==> src/rtl/msj_pkg.sv <==
// Shared types and constants for the multiway sorted key join step.
// No dependencies.
`default_nettype none
package msj_pkg;

  localparam int LANE_MAX   = 4;
  localparam int REC_W      = 56;
  localparam int KEY_W      = 40;
  localparam int KEY_LSB    = 16;
  localparam int ALLELE1_LSB = 8;
  localparam int ALLELE2_LSB = 0;
  localparam int CNT_W      = 3;
  localparam int LANE_IDX_W = 2;
  localparam logic [CNT_W-1:0] MIN_LANES   = 3'd2;
  localparam logic [CNT_W-1:0] RESET_LANES = 3'd4;
  localparam logic [2:0] MAX_CODES = 3'd2;

  typedef logic [REC_W-1:0] rec_t;
  typedef logic [KEY_W-1:0] key_t;
  typedef logic [LANE_IDX_W-1:0] lane_idx_t;
  typedef logic [LANE_MAX-1:0] lane_mask_t;

  // Per-item lane findings handed to the merge stage.
  typedef struct packed {
    lane_mask_t                   act;
    lane_mask_t                   match;
    lane_mask_t                   full;
    logic [LANE_MAX-1:0][LANE_MAX-1:0] gt;   // gt[i][j]: key i > key j
  } stage_t;

  typedef struct packed {
    logic       joined;
    lane_idx_t  rep;
    lane_idx_t  great;
    lane_mask_t adv;
  } result_t;

endpackage
`default_nettype wire

==> src/rtl/multiway_sorted_key_join_step_top.sv <==
// Top level of the multiway sorted key join step: lane checkers, pairwise
// key compare, merge stage and output register. Depends on msj_pkg,
// msj_lane and msj_merge.
//
// One join decision per item, one item per clock while out_ready stays
// high. A result passes two registers: the first holds the per-lane
// match, allele and pairwise key compare findings, the second
// holds the merged decision. Input ready drops only while both registers
// hold undelivered results. active_lanes is clamped to 2..LANES; write it
// only while no item is in flight.
`default_nettype none
module multiway_sorted_key_join_step_top #(
  parameter int LANES            = 4,
  parameter int ALLELE_CODE_BITS = 8
) (
  input  wire        clk,
  input  wire        rst,
  input  wire        active_lanes_we,
  input  wire [2:0]  active_lanes,
  input  wire        in_valid,
  output logic       in_ready,
  input  wire [55:0] lane_0_record,
  input  wire [55:0] lane_1_record,
  input  wire [55:0] lane_2_record,
  input  wire [55:0] lane_3_record,
  output logic       out_valid,
  input  wire        out_ready,
  output logic       joined,
  output logic [1:0] representative_lane,
  output logic [1:0] greatest_lane,
  output logic [3:0] advance_mask
);

  localparam logic [msj_pkg::CNT_W-1:0] LANES_C = msj_pkg::CNT_W'(LANES);

  logic [msj_pkg::CNT_W-1:0] lane_cfg;
  logic [msj_pkg::CNT_W-1:0] lane_n;
  msj_pkg::rec_t             recs [msj_pkg::LANE_MAX];
  msj_pkg::key_t             keys [msj_pkg::LANE_MAX];
  msj_pkg::stage_t           s1_next;
  msj_pkg::stage_t           s1;
  logic                      s1_valid;
  logic                      s1_move;
  msj_pkg::result_t          res;
  msj_pkg::lane_mask_t       lane_match;
  msj_pkg::lane_mask_t       lane_full;

  always_ff @(posedge clk) begin
    if (rst) begin
      lane_cfg <= msj_pkg::RESET_LANES;
    end else if (active_lanes_we) begin
      lane_cfg <= active_lanes;
    end
  end

  always_comb begin
    if (lane_cfg < msj_pkg::MIN_LANES) begin
      lane_n = msj_pkg::MIN_LANES;
    end else if (lane_cfg > LANES_C) begin
      lane_n = LANES_C;
    end else begin
      lane_n = lane_cfg;
    end
  end

  assign recs[0] = lane_0_record;
  assign recs[1] = lane_1_record;
  assign recs[2] = lane_2_record;
  assign recs[3] = lane_3_record;

  for (genvar g = 0; g < msj_pkg::LANE_MAX; g++) begin : g_lane
    assign keys[g] = recs[g][msj_pkg::KEY_LSB +: msj_pkg::KEY_W];
    if (g < LANES) begin : g_on
      msj_lane #(
        .ALLELE_CODE_BITS(ALLELE_CODE_BITS)
      ) u_lane (
        .rec     (recs[g]),
        .ref_rec (recs[0]),
        .match   (lane_match[g]),
        .full    (lane_full[g])
      );
    end else begin : g_off
      assign lane_match[g] = 1'b0;
      assign lane_full[g]  = 1'b0;
    end
  end

  always_comb begin
    s1_next.match = lane_match;
    s1_next.full  = lane_full;
    for (int i = 0; i < msj_pkg::LANE_MAX; i++) begin
      s1_next.act[i] = (msj_pkg::CNT_W'(i) < lane_n);
      for (int j = 0; j < msj_pkg::LANE_MAX; j++) begin
        s1_next.gt[i][j] = (keys[i] > keys[j]);
      end
    end
  end

  // Two-register pipeline; each stage loads when its downstream slot frees.
  assign s1_move  = s1_valid && (!out_valid || out_ready);
  assign in_ready = !s1_valid || s1_move;

  always_ff @(posedge clk) begin
    if (rst) begin
      s1_valid <= 1'b0;
    end else if (in_ready) begin
      s1_valid <= in_valid;
    end
  end

  always_ff @(posedge clk) begin
    if (in_valid && in_ready) begin
      s1 <= s1_next;
    end
  end

  msj_merge u_merge (
    .s   (s1),
    .res (res)
  );

  always_ff @(posedge clk) begin
    if (rst) begin
      out_valid <= 1'b0;
    end else if (!out_valid || out_ready) begin
      out_valid <= s1_valid;
    end
  end

  always_ff @(posedge clk) begin
    if (s1_move) begin
      joined              <= res.joined;
      representative_lane <= res.rep;
      greatest_lane       <= res.great;
      advance_mask        <= res.adv;
    end
  end

endmodule
`default_nettype wire

==> src/rtl/msj_lane.sv <==
// One lane checker: locus equality against lane 0 and allele code count.
// Depends on msj_pkg.
`default_nettype none
module msj_lane #(
  parameter int ALLELE_CODE_BITS = 8
) (
  input  wire msj_pkg::rec_t rec,
  input  wire msj_pkg::rec_t ref_rec,
  output logic               match,
  output logic               full
);

  typedef logic [ALLELE_CODE_BITS-1:0] code_t;

  code_t      codes [4];
  logic [3:0] nz;
  logic [3:0] fresh;
  logic [2:0] distinct;
  logic       key_eq;

  always_comb begin
    codes[0] = rec[msj_pkg::ALLELE1_LSB +: ALLELE_CODE_BITS];
    codes[1] = rec[msj_pkg::ALLELE2_LSB +: ALLELE_CODE_BITS];
    codes[2] = ref_rec[msj_pkg::ALLELE1_LSB +: ALLELE_CODE_BITS];
    codes[3] = ref_rec[msj_pkg::ALLELE2_LSB +: ALLELE_CODE_BITS];
    distinct = 3'd0;
    for (int k = 0; k < 4; k++) begin
      nz[k]    = (codes[k] != '0);
      fresh[k] = nz[k];
      for (int j = 0; j < k; j++) begin
        if (codes[j] == codes[k]) begin
          fresh[k] = 1'b0;
        end
      end
      distinct = distinct + {2'b00, fresh[k]};
    end
    key_eq = (rec[msj_pkg::KEY_LSB +: msj_pkg::KEY_W] ==
              ref_rec[msj_pkg::KEY_LSB +: msj_pkg::KEY_W]);
    match  = key_eq && (distinct <= msj_pkg::MAX_CODES);
    full   = nz[0] && nz[1];
  end

endmodule
`default_nettype wire

==> src/rtl/msj_merge.sv <==
// Merge stage: combines lane findings into match flag, representative,
// greatest lane and advance mask. Depends on msj_pkg.
`default_nettype none
module msj_merge (
  input  wire msj_pkg::stage_t  s,
  output msj_pkg::result_t      res
);

  logic                 all_m;
  logic                 found;
  msj_pkg::lane_idx_t   rep;
  msj_pkg::lane_idx_t   great;
  msj_pkg::lane_mask_t  adv;

  always_comb begin
    all_m = 1'b1;
    found = 1'b0;
    rep   = '0;
    great = '0;
    adv   = '0;
    for (int i = 1; i < msj_pkg::LANE_MAX; i++) begin
      if (s.act[i] && !s.match[i]) begin
        all_m = 1'b0;
      end
      if (s.act[i] && s.gt[i][great]) begin
        great = msj_pkg::LANE_IDX_W'(i);
      end
    end
    for (int i = 0; i < msj_pkg::LANE_MAX; i++) begin
      if (all_m) begin
        adv[i] = s.act[i];
        if (s.act[i] && s.full[i] && !found) begin
          rep   = msj_pkg::LANE_IDX_W'(i);
          found = 1'b1;
        end
      end else begin
        adv[i] = s.act[i] && s.gt[great][i];
      end
    end
    res.joined = all_m;
    res.rep    = all_m ? rep : '0;
    res.great  = great;
    res.adv    = adv;
  end

endmodule
`default_nettype wire

==> config.mk <==
export PLATFORM = sky130hd
export DESIGN_NAME = multiway_sorted_key_join_step_top
export DESIGN_NICKNAME = d
export VERILOG_FILES = /design/src/rtl/msj_pkg.sv /design/src/rtl/multiway_sorted_key_join_step_top.sv /design/src/rtl/msj_lane.sv /design/src/rtl/msj_merge.sv
export SDC_FILE = /design/constraint.sdc
export NUM_CORES = 1
export LEC_CHECK = 0
export BUFFER_PORTS_ARGS = -buffer_cell sky130_fd_sc_hd__buf_2
export CAP_MARGIN = 10
export CORE_ASPECT_RATIO = 0.8
export CORE_MARGIN = 1
export CORE_UTILIZATION = 30
export DETAILED_ROUTE_END_ITERATION = 6
export PLACE_DENSITY = 0.59
export RECOVER_POWER = 100
export SYNTH_ARGS = -nofsm -noshare
export SYNTH_HDL_FRONTEND = slang
export SYNTH_SLANG_ARGS = --single-unit
==> constraint.sdc <==
create_clock -name clk -period 7.1 [get_ports clk]
set_input_delay 0.71 -clock clk [delete_from_list [all_inputs] [get_ports clk]]
set_output_delay 0.71 -clock clk [all_outputs]
set_load 0.02 [all_outputs]
## Word-level counts from Yosys, hierarchy flattened

Index checks and enable logic that the tools add are counted.

| word-level totals | value |
|---|---|
| flip-flop bits (word level) | 42 |
| bits of input ports | 232 |
| output and inout port bits | 11 |
| word-level logic and storage cells | 162 |

| cells by class | value |
|---|---|
| add/sub/neg operators | 10 |
| magnitude comparators | 29 |
| eq/ne operators | 19 |
| muxes and demuxes | 46 |
| reductions and logical operators | 44 |

Operators by type and width:

| kind | number |
|---|---|
| 40-bit > comparator | 16 |
| 8-bit == test | 16 |
| 40-bit == test | 3 |
| 8-bit nonzero test | 8 |
| 1-bit two-way mux | 36 |
| 1-bit logical AND | 26 |
| 3-bit by 1-bit adder with 3-bit output | 6 |
| 3-bit by 2-bit less-or-equal comparator with 1-bit output, second input constant | 4 |
| 1-bit by 1-bit adder with 2-bit output | 4 |
| 4-bit binary-select mux with 2-bit select | 1 |
| 1-bit zero test | 8 |
| 2-bit two-way mux | 4 |
| 1-bit by 3-bit < comparator with 1-bit output, first input constant | 2 |
| 2-bit by 3-bit < comparator with 1-bit output, first input constant | 2 |
| 2-bit by 3-bit < comparator with 1-bit output, second input constant | 2 |
| 3-bit two-way mux | 2 |
| 1-bit binary-select mux with 2-bit select | 2 |
| 4-bit two-way mux | 1 |
| 3-bit > comparator, second input constant | 1 |
| 1-bit by 3-bit < comparator with 1-bit output, second input constant | 1 |
| 3-bit by 2-bit < comparator with 1-bit output, second input constant | 1 |
| 1-bit logical OR | 2 |

## Depth between registers and ports, before layout

Gate-level depths: netlist of run 1.

| depth | value |
|---|---|
| depth after elaboration | 17 |
| mapped depth | 10 |
| gate-level depth less buffers | 9 |

## Hierarchy

Synthesis of run 1 repeated with hierarchy kept, for this count alone.

| second synthesis, totals | value |
|---|---|
| cells, all modules | 1434 |
| area, all modules | 11761.3 um2 |

Modules (own cells, without submodules):

| module | instances | cells an instance | area each (um2) | sequential area each (um2) |
|---|---|---|---|---|
| multiway_sorted_key_join_step_top | 1 | 796 | 6847.8 | 1091.0 |
| msj_lane | 4 | 142 | 1116.1 | 0.0 |
| msj_merge | 1 | 70 | 449.2 | 0.0 |

## Worst setup path after synthesis of run 1

Ideal clock, no wire load.

| timing path | value |
|---|---|
| path kind | input to register |
| from | input port lane_0_record[13] |
| to | register s1[23] (netlist name) (data pin) |
| setup time | 0.260 ns |
| data arrival time | 2.561 ns |
| data required time | 6.840 ns |
| slack | 4.280 ns |
| stages on the path | 9 |
| path buffers | 1 |
| cell sequence | clkbuf_1 -> or4_1 -> nor2_1 -> a211oi_1 -> fa_1 -> inv_1 -> ha_1 -> a21oi_1 -> nor4_1 |

| on the way | value |
|---|---|
| word-level cells in the longest chain between the ends | 7 |
| elaborated cells on any way between the ends | 11 |
| those cells by class | add/sub (2); order compare (1); eq/ne (3); mux (3); reduce/logical (2) |

Ends and longest elaborated chain:

| element | RTL line | source |
|---|---|---|
| start, declared | multiway_sorted_key_join_step_top.sv:22 | `input wire [55:0] lane_0_record,` |
| 8-bit == test or 8-bit nonzero test (tied branches) | msj_lane.sv:31, msj_lane.sv:28 |  |
| 1-bit two-way mux (2 in a row) | msj_lane.sv:31 | `if (codes[j] == codes[k]) begin` |
| 3-bit by 1-bit adder with 3-bit output | msj_lane.sv:35 | `distinct = distinct + {2'b00, fresh[k]};` |
| 3-bit by 1-bit adder with 3-bit output * | msj_lane.sv:35 |  |
| 3-bit by 2-bit less-or-equal comparator with 1-bit output * | msj_lane.sv:39 | `match = key_eq && (distinct <= msj_pkg::MAX_CODES);` |
| 1-bit logical AND * | msj_lane.sv:39 |  |
| named net g_lane[3].g_on.u_lane.match | msj_lane.sv:9 | `output logic match,` |
| end signal, assigned | multiway_sorted_key_join_step_top.sv:113 | `s1 <= s1_next;` |
| end, declared | multiway_sorted_key_join_step_top.sv:41 | `msj_pkg::stage_t s1;` |

The timed path passes the listed nets; every way through them passes the cells marked *.
A chain may end at the register's enable or synchronous reset.

## Worst setup path in the final report of run 1

| timing path | value |
|---|---|
| from | input port lane_0_record[8] |
| to | register s1[22] (netlist name) (data pin) |

| on the way | value |
|---|---|
| word-level cells in the longest chain between the ends | 7 |
| elaborated cells on any way between the ends | 11 |
| those cells by class | add/sub (2); order compare (1); eq/ne (3); mux (3); reduce/logical (2) |

Ends and longest elaborated chain:

| element | RTL line |
|---|---|
| 8-bit == test or 8-bit nonzero test (tied branches) | msj_lane.sv:31, msj_lane.sv:28 |
| 1-bit two-way mux (2 in a row) | msj_lane.sv:31 |
| 3-bit by 1-bit adder with 3-bit output | msj_lane.sv:35 |
| 3-bit by 1-bit adder with 3-bit output * | msj_lane.sv:35 |
| 3-bit by 2-bit less-or-equal comparator with 1-bit output * | msj_lane.sv:39 |
| 1-bit logical AND * | msj_lane.sv:39 |
| named net g_lane[2].g_on.u_lane.match | msj_lane.sv:9 |

Marked as above.

==> results of run 1 <==
[logic make-up after synthesis]
| group | synth area share |
|---|---|
| other cells | 0.000417 |
| xor+xnor | 0.125 |
| fa+ha+maj | 0.353 |
| mux | 0.00584 |
| buf+inv | 0.0627 |
| flops | 0.118 |
| compound gates | 0.164 |
| simple gates | 0.172 |
[final timing paths]
check / start / endpoint / slack [ns] / cells past startpoint
worst max-delay path: lane_0_record[8] / s1[22]$_DFFE_PP_ / 3.83 / 10
worst min-delay path: lane_cfg[1]$_SDFFE_PP0P_ / lane_cfg[1]$_SDFFE_PP0P_ / 0.50 / 2
worst max register to register: s1[25]$_DFFE_PP_ / advance_mask[3]$_DFFE_PP_ / 4.75 / 5
worst min register to register: lane_cfg[1]$_SDFFE_PP0P_ / lane_cfg[1]$_SDFFE_PP0P_ / 0.50 / 2
[state kept, by name, indices dropped and copies added (netlist names)]
register and flops:
advance_mask 4, lane_cfg 3, s1 23, greatest_lane 2, s1_valid 1, out_valid 1, representative_lane 2, joined 1
[cell usage in the layout, fill, tap and decap left out, drive strengths merged, types with 15 or more instances in the layout]
cell type  netlist  routed
a21oi           95      95
xor2            48      48
xnor2           80      80
a21o            20      20
inv            132     132
nor2            50      50
buf              1     223
ha             249     249
o21ai           23      23
clkbuf          17      25
edfxtp          32      32
nand2           54      54
nand3           30      30
a211oi          15      15
nor4            30      30
nand4           70      70
[cell type report]
| type | count | area, um^2 |
|---|---|---|
| fillers | 3105 | 18700 |
| multi-input cells | 899 | 7340 |
| repair buffers | 242 | 1190 |
| flip-flops and latches | 37 | 1060 |
| inverters | 132 | 495 |
| well taps | 377 | 472 |
| clock buffers | 6 | 129 |
| diodes | 6 | 15.0 |
| clock inverters | 2 | 10.0 |
[layer usage]
metal | share of wire | wire length (um) | track usage | vias up
met5 | 0.0017 | 55 | 0 | -
met4 | 0.0082 | 258 | 0.0304 | 8
met3 | 0.060 | 1890 | 0.0289 | 27
met2 | 0.43 | 13500 | 0.314 | 264
met1 | 0.50 | 15800 | 0.296 | 4180
li1 | - | - | - | 4486
[critical path, cell delays in order]
cell	delay (ns)
clkbuf_1	0.60
xnor2_1	0.19
nand4_1	0.10
o21ai_0	0.43
nor2_1	0.14
fa_1	0.46
inv_1	0.07
ha_1	0.21
a21oi_1	0.29
nor2_1	0.08
[report_power, final]
part	switching (uW)	internal (uW)
clock	82.4	129
combinational	326	241
sequential	9.70	256
[through the flow]
step,std cells,setup WS (ns)
after floorplan,1086,4.28
after global placement,1687,3.75
after detailed placement,1687,3.77
after CTS,1695,4.06
after global routing,1698,3.60
final,1701,3.83
==> run metrics, run 1 <==
WS Path Type=in2reg; synth cell count leaders=ha_1 (249), inv_1 (132), a21oi_1 (95), xnor2_1 (80), nand4_1 (70); crit share post-route=0.461; I/O Buffers=242; post-DR wirelength/cell=18.5 um; gr usage total=0.201; Critical Path Start Type=input pin; Root Driver=clkbuf_16; total grt overflow=0; Worst Clk Skew=0.00338 ns; synthesized area=0.00900 mm^2; hold_buf cts=0; CP arrival=3.30 ns; Core Util, Final=0.364; library cells used by synthesis=64; H-Tree Depth=2; Design Power=1040 uW; post-route antenna net violation count=0; Yosys top cell area share=0.346; DP Wirelength=27,900 um; 1st-pass router iterations=5; CTS tree=done; Gate Count Post-Synth=1,085; Leakage=0.00522 uW; die area=0.0307 mm^2; Fin. Hold Viols=0; Skew-Pair Late Insertion Delay=0.28 ns; Primary FF master, synth=edfxtp_1; vias per cell=5.27; Nets=1,801; max capacitance violation total=1; status=finished with violations; CTS sink count=37; Crit Path Max Fanout=8; YS warnings=0; final WL=31,500 um; Rows=56; violated checks=capacitance limit, slew limit; IO Pins=243; synthesis-stage register bit count=37; DR iter-0 viols=487; vias in the first global route=8,643; setup repair bufs after CTS=0; Critical Path RT=7.13 ns; CTS clock-pin slew for the worst setup and hold paths=0.06 ns; RSZ-0062 raised after global routing=no; count leader, synth=ha_1; initial antenna violation count=10; max-slew violations=24; number of synthesized flops with an enable pin=32; Final setup viols=0; total negative slack=0 ns; # DRC=0; first-pass GRT wire length=48,400 um; pin count of the biggest net entering global routing=24; Worst setup EP type=flop; DIE HEIGHT=157 um; Area Growth Syn to Fin=18.9%; Seq/Total Area, Yosys=0.118; clock buffer count from CTS=5; slew margin rel.=-0.0443; buffers from clock root to sink, at most=2; Power Density=97.4 mW/mm^2; die width=196 um; Via Count=8,965; Hold Crit Class=reg2reg; hold slack=0.499 ns; synth top area cells=ha_1 (35%), edfxtp_1 (11%), xnor2_1 (7.8%), inv_1 (5.5%), a21oi_1 (5.3%); core box area=0.0294 mm^2; IR drop worst, VDD=0.0000899 V; Synth async-reset ratio=0; post-synthesis area per instance=8.29 um^2; post-layout minimum cycle time=3.27 ns; initial core utilization=0.306; Worst Tran Pin Value=1.57 ns; fmax=306 MHz; DP Area=0.0106 mm^2; post-CTS sizing=0; post-synth top area cell=ha_1; RePlAce Congestion=1.03; share of post-route cells with drive strength above 1=0.181; fin area=0.0107 mm^2
No activity file was read; power rests on OpenSTA's default activity.
==> run 2, diff against run 1 <==
--- a/config.mk
+++ b/config.mk
@@ -11,7 +11,7 @@
 export CORE_MARGIN = 1
 export CORE_UTILIZATION = 30
 export DETAILED_ROUTE_END_ITERATION = 6
-export PLACE_DENSITY = 0.59
+export PLACE_DENSITY = 0.6
 export RECOVER_POWER = 100
 export SYNTH_ARGS = -nofsm -noshare
 export SYNTH_HDL_FRONTEND = slang
==> constraint.sdc (replaced) <==
create_clock -name clk -period 2.7 [get_ports clk]
set_input_delay 0.27 -clock clk [delete_from_list [all_inputs] [get_ports clk]]
set_output_delay 0.27 -clock clk [all_outputs]
set_load 0.02 [all_outputs]
==> run 2 against run 1 <==
Net effect:
- wire length up 1.4%
- clock power grew to 3.2 times the previous value
- critical path depth fell by 1
- worst setup slack got worse by 3.7 ns
- first-iteration DRC count shrank 6.6%
- critical path type unchanged
- design area is 4.4% higher
- the run still ends with capacitance limit, slew limit left
- combinational power rose to 2.7 times the previous value
- clock-buffer cell count is 1 higher
- die area is the same
- cell count increased by 3.5%
- via count rose by 2.8%
- highest routed layer unchanged
==> run metrics, run 2 (synthesis results as in run 1) <==
most used cell, CP=nand4_1 (was nor2_1); Critical Path RT=2.75 ns (was 7.13 ns); violated checks=capacitance limit, slew limit (unchanged); post-route antenna net violation count=0 (unchanged); worst reg2reg path depth=6 (was 5); RePlAce Congestion=0.971 (was 1.03); largest registers=s1 (23), advance_mask (4), lane_cfg (3) (unchanged); slowest cell delay on critical path=0.62 ns (was 0.60 ns); Gate power share=0.528 (was 0.543); Area Growth Syn to Fin=24.2% (was 18.9%); die width=196 um (unchanged); max capacitance violation total=1 (unchanged); I/O Buffers=242 (unchanged); total grt overflow=0 (unchanged); setup repair bufs after CTS=0 (unchanged); commonest non-fill, non-tap cell in the layout=ha_1 (unchanged); pin count of the biggest net entering global routing=24 (unchanged); Crit Path Max Fanout=2 (was 8); Cell Chain, Critical Path=clkbuf_1 -> clkbuf_4 -> ha_1 -> nand4_1 -> nor4_1 -> o211ai_1 -> nand4_1 -> nor3_1 -> a41oi_1 (was clkbuf_1 -> xnor2_1 -> nand4_1 -> o21ai_0 -> nor2_1 -> fa_1 -> inv_1 -> ha_1 -> a21oi_1 -> nor2_1); Worst setup EP type=flop (unchanged); first-pass GRT wire length=49,300 um (was 48,400 um); Power Density=262 mW/mm^2 (was 97.4 mW/mm^2); Worst Clk Skew=0.00233 ns (was 0.00338 ns); Sw Ratio=0.381 (was 0.400); die area=0.0307 mm^2 (unchanged); total negative slack=0 ns (unchanged); DP Wirelength=28,600 um (was 27,900 um); FF+latch area=0.00106 mm^2 (unchanged); Critical Path Start Type=input pin (unchanged); Leakage=0.00553 uW (was 0.00522 uW); Nets=1,858 (was 1,801); WS Path Type=in2reg (unchanged); Fin. Hold Viols=0 (unchanged); 1st-pass router iterations=5 (unchanged); RSZ-0062 raised after global routing=no (unchanged); status=finished with violations (unchanged); post-CTS sizing=0 (unchanged); Rows=56 (unchanged); max-slew violations=24 (unchanged); Clk pwr share=0.233 (was 0.202); Root Driver=clkbuf_16 (unchanged); fill count=3,092 (was 3,105); initial core utilization=0.306 (unchanged); initial antenna violation count=13 (was 10); # DRC=0 (unchanged); CP arrival=2.60 ns (was 3.30 ns); IO Pins=243 (unchanged); crit share post-route=0.942; Hold Crit Class=in2reg (was reg2reg); vias per cell=5.23 (was 5.27); WHS Path Cells=2 (unchanged); post-layout minimum cycle time=2.54 ns; Worst Tran Pin Value=1.57 ns (about the same); Design Power=2930 uW (was 1040 uW); slew margin rel.=-0.0479 (was -0.0443); Net Sw Power=1120 uW (was 418 uW); DIE HEIGHT=157 um (unchanged); final WL=31,900 um (was 31,500 um); fmax=393 MHz; Reg power frac=0.239 (was 0.254); gr usage total=0.206 (was 0.201); Via Count=9,216 (was 8,965); IR drop worst, VDD=0.000193 V (was 0.0000899 V); clock buffer count from CTS=5 (unchanged); hold_buf cts=0 (unchanged); buffers from clock root to sink, at most=2 (unchanged); Crit-path slowest cell=nor4_1 (was clkbuf_1); Final setup viols=0 (unchanged); core box area=0.0294 mm^2 (unchanged); share of post-route cells with drive strength above 1=0.215 (was 0.181); CTS clock-pin slew for the worst setup and hold paths=0.06 ns (about the same); most frequent cells in the layout=ha_1 (249), buf_2 (226), inv_1 (132) (was ha_1 (249), buf_2 (223), inv_1 (132)); CTS tree=done (unchanged); vias in the first global route=9,096 (was 8,643); post-DR wirelength/cell=18.1 um (was 18.5 um); H-Tree Depth=2 (unchanged); CTS sink count=37 (unchanged); internal power=1810 uW (was 626 uW); DR iter-0 viols=455 (was 487); Most flops, register=s1 (unchanged); Skew-Pair Late Insertion Delay=0.28 ns (about the same); area occupied by multi-input gates=0.00735 mm^2 (was 0.00734 mm^2); Largest register FFs=23 (unchanged)
==> run 2: layer usage <==
layer,up-vias,part of all wire,track usage
li1,4610,-,-
met1,4289,0.49,0.290
met2,258,0.43,0.320
met3,51,0.063,0.0407
met4,8,0.020,0.0532
met5,-,0.0015,0
==> run 2: final cells by class <==
| class | instances | area share |
|---|---|---|
| tap | 377 | 0.0422 |
| clock buffer | 7 | 0.0128 |
| timing repair buffer | 299 | 0.144 |
| clock inverter | 1 | 0.00269 |
| antenna | 9 | 0.00202 |
| sequential | 37 | 0.0949 |
| inverter | 132 | 0.0443 |
| multi-input combinational | 899 | 0.658 |
==> run 2: stage by stage <==
| stage | area, um^2 | utilization | instances | setup WS (ns) | hold slack [ns] |
|---|---|---|---|---|---|
| 5_1_grt | 11200 | 0.380 | 1758 | 0.0874 | 0.195 |
| 6_report | 11200 | 0.380 | 1761 | 0.156 | 0.201 |
| 3_3_place_gp | 11000 | 0.375 | 1744 | -0.0218 | 0.461 |
| 4_1_cts | 11200 | 0.381 | 1752 | 0.246 | 0.192 |
| 3_5_place_dp | 11000 | 0.375 | 1744 | -0.0655 | 0.457 |
| 2_1_floorplan | 9000 | - | 1086 | 0.320 | 0.342 |
==> run 2: path summary, 6_finish.rpt <==
path	from	endpoint	slack [ns]
max reg2reg	s1[25]$_DFFE_PP_	advance_mask[2]$_DFFE_PP_	0.38
max	lane_2_record[49]	s1[9]$_DFFE_PP_	0.16
min reg2reg	lane_cfg[2]$_SDFFE_PP1P_	s1[27]$_DFFE_PP_	0.48
min	active_lanes[2]	lane_cfg[2]$_SDFFE_PP1P_	0.20
==> run 2: critical path: cells and delay by family <==
kind	cells	cell delay, ns
AND/OR/NAND/NOR	4	1.17
AO/OA/AOI/OAI	2	0.58
buffers and inverters	2	0.28
adder cells (fa/ha/maj)	1	0.28
==> run 2: power by group through the flow <==
stage / combinational, uW / sequential [uW] / clock [uW]
after floorplan: 911 / 709 / 0
after global placement: 1510 / 712 / 0
after detailed placement: 1540 / 711 / 0
after CTS: 1550 / 699 / 702
after global routing: 1740 / 704 / 728
final: 1550 / 699 / 684
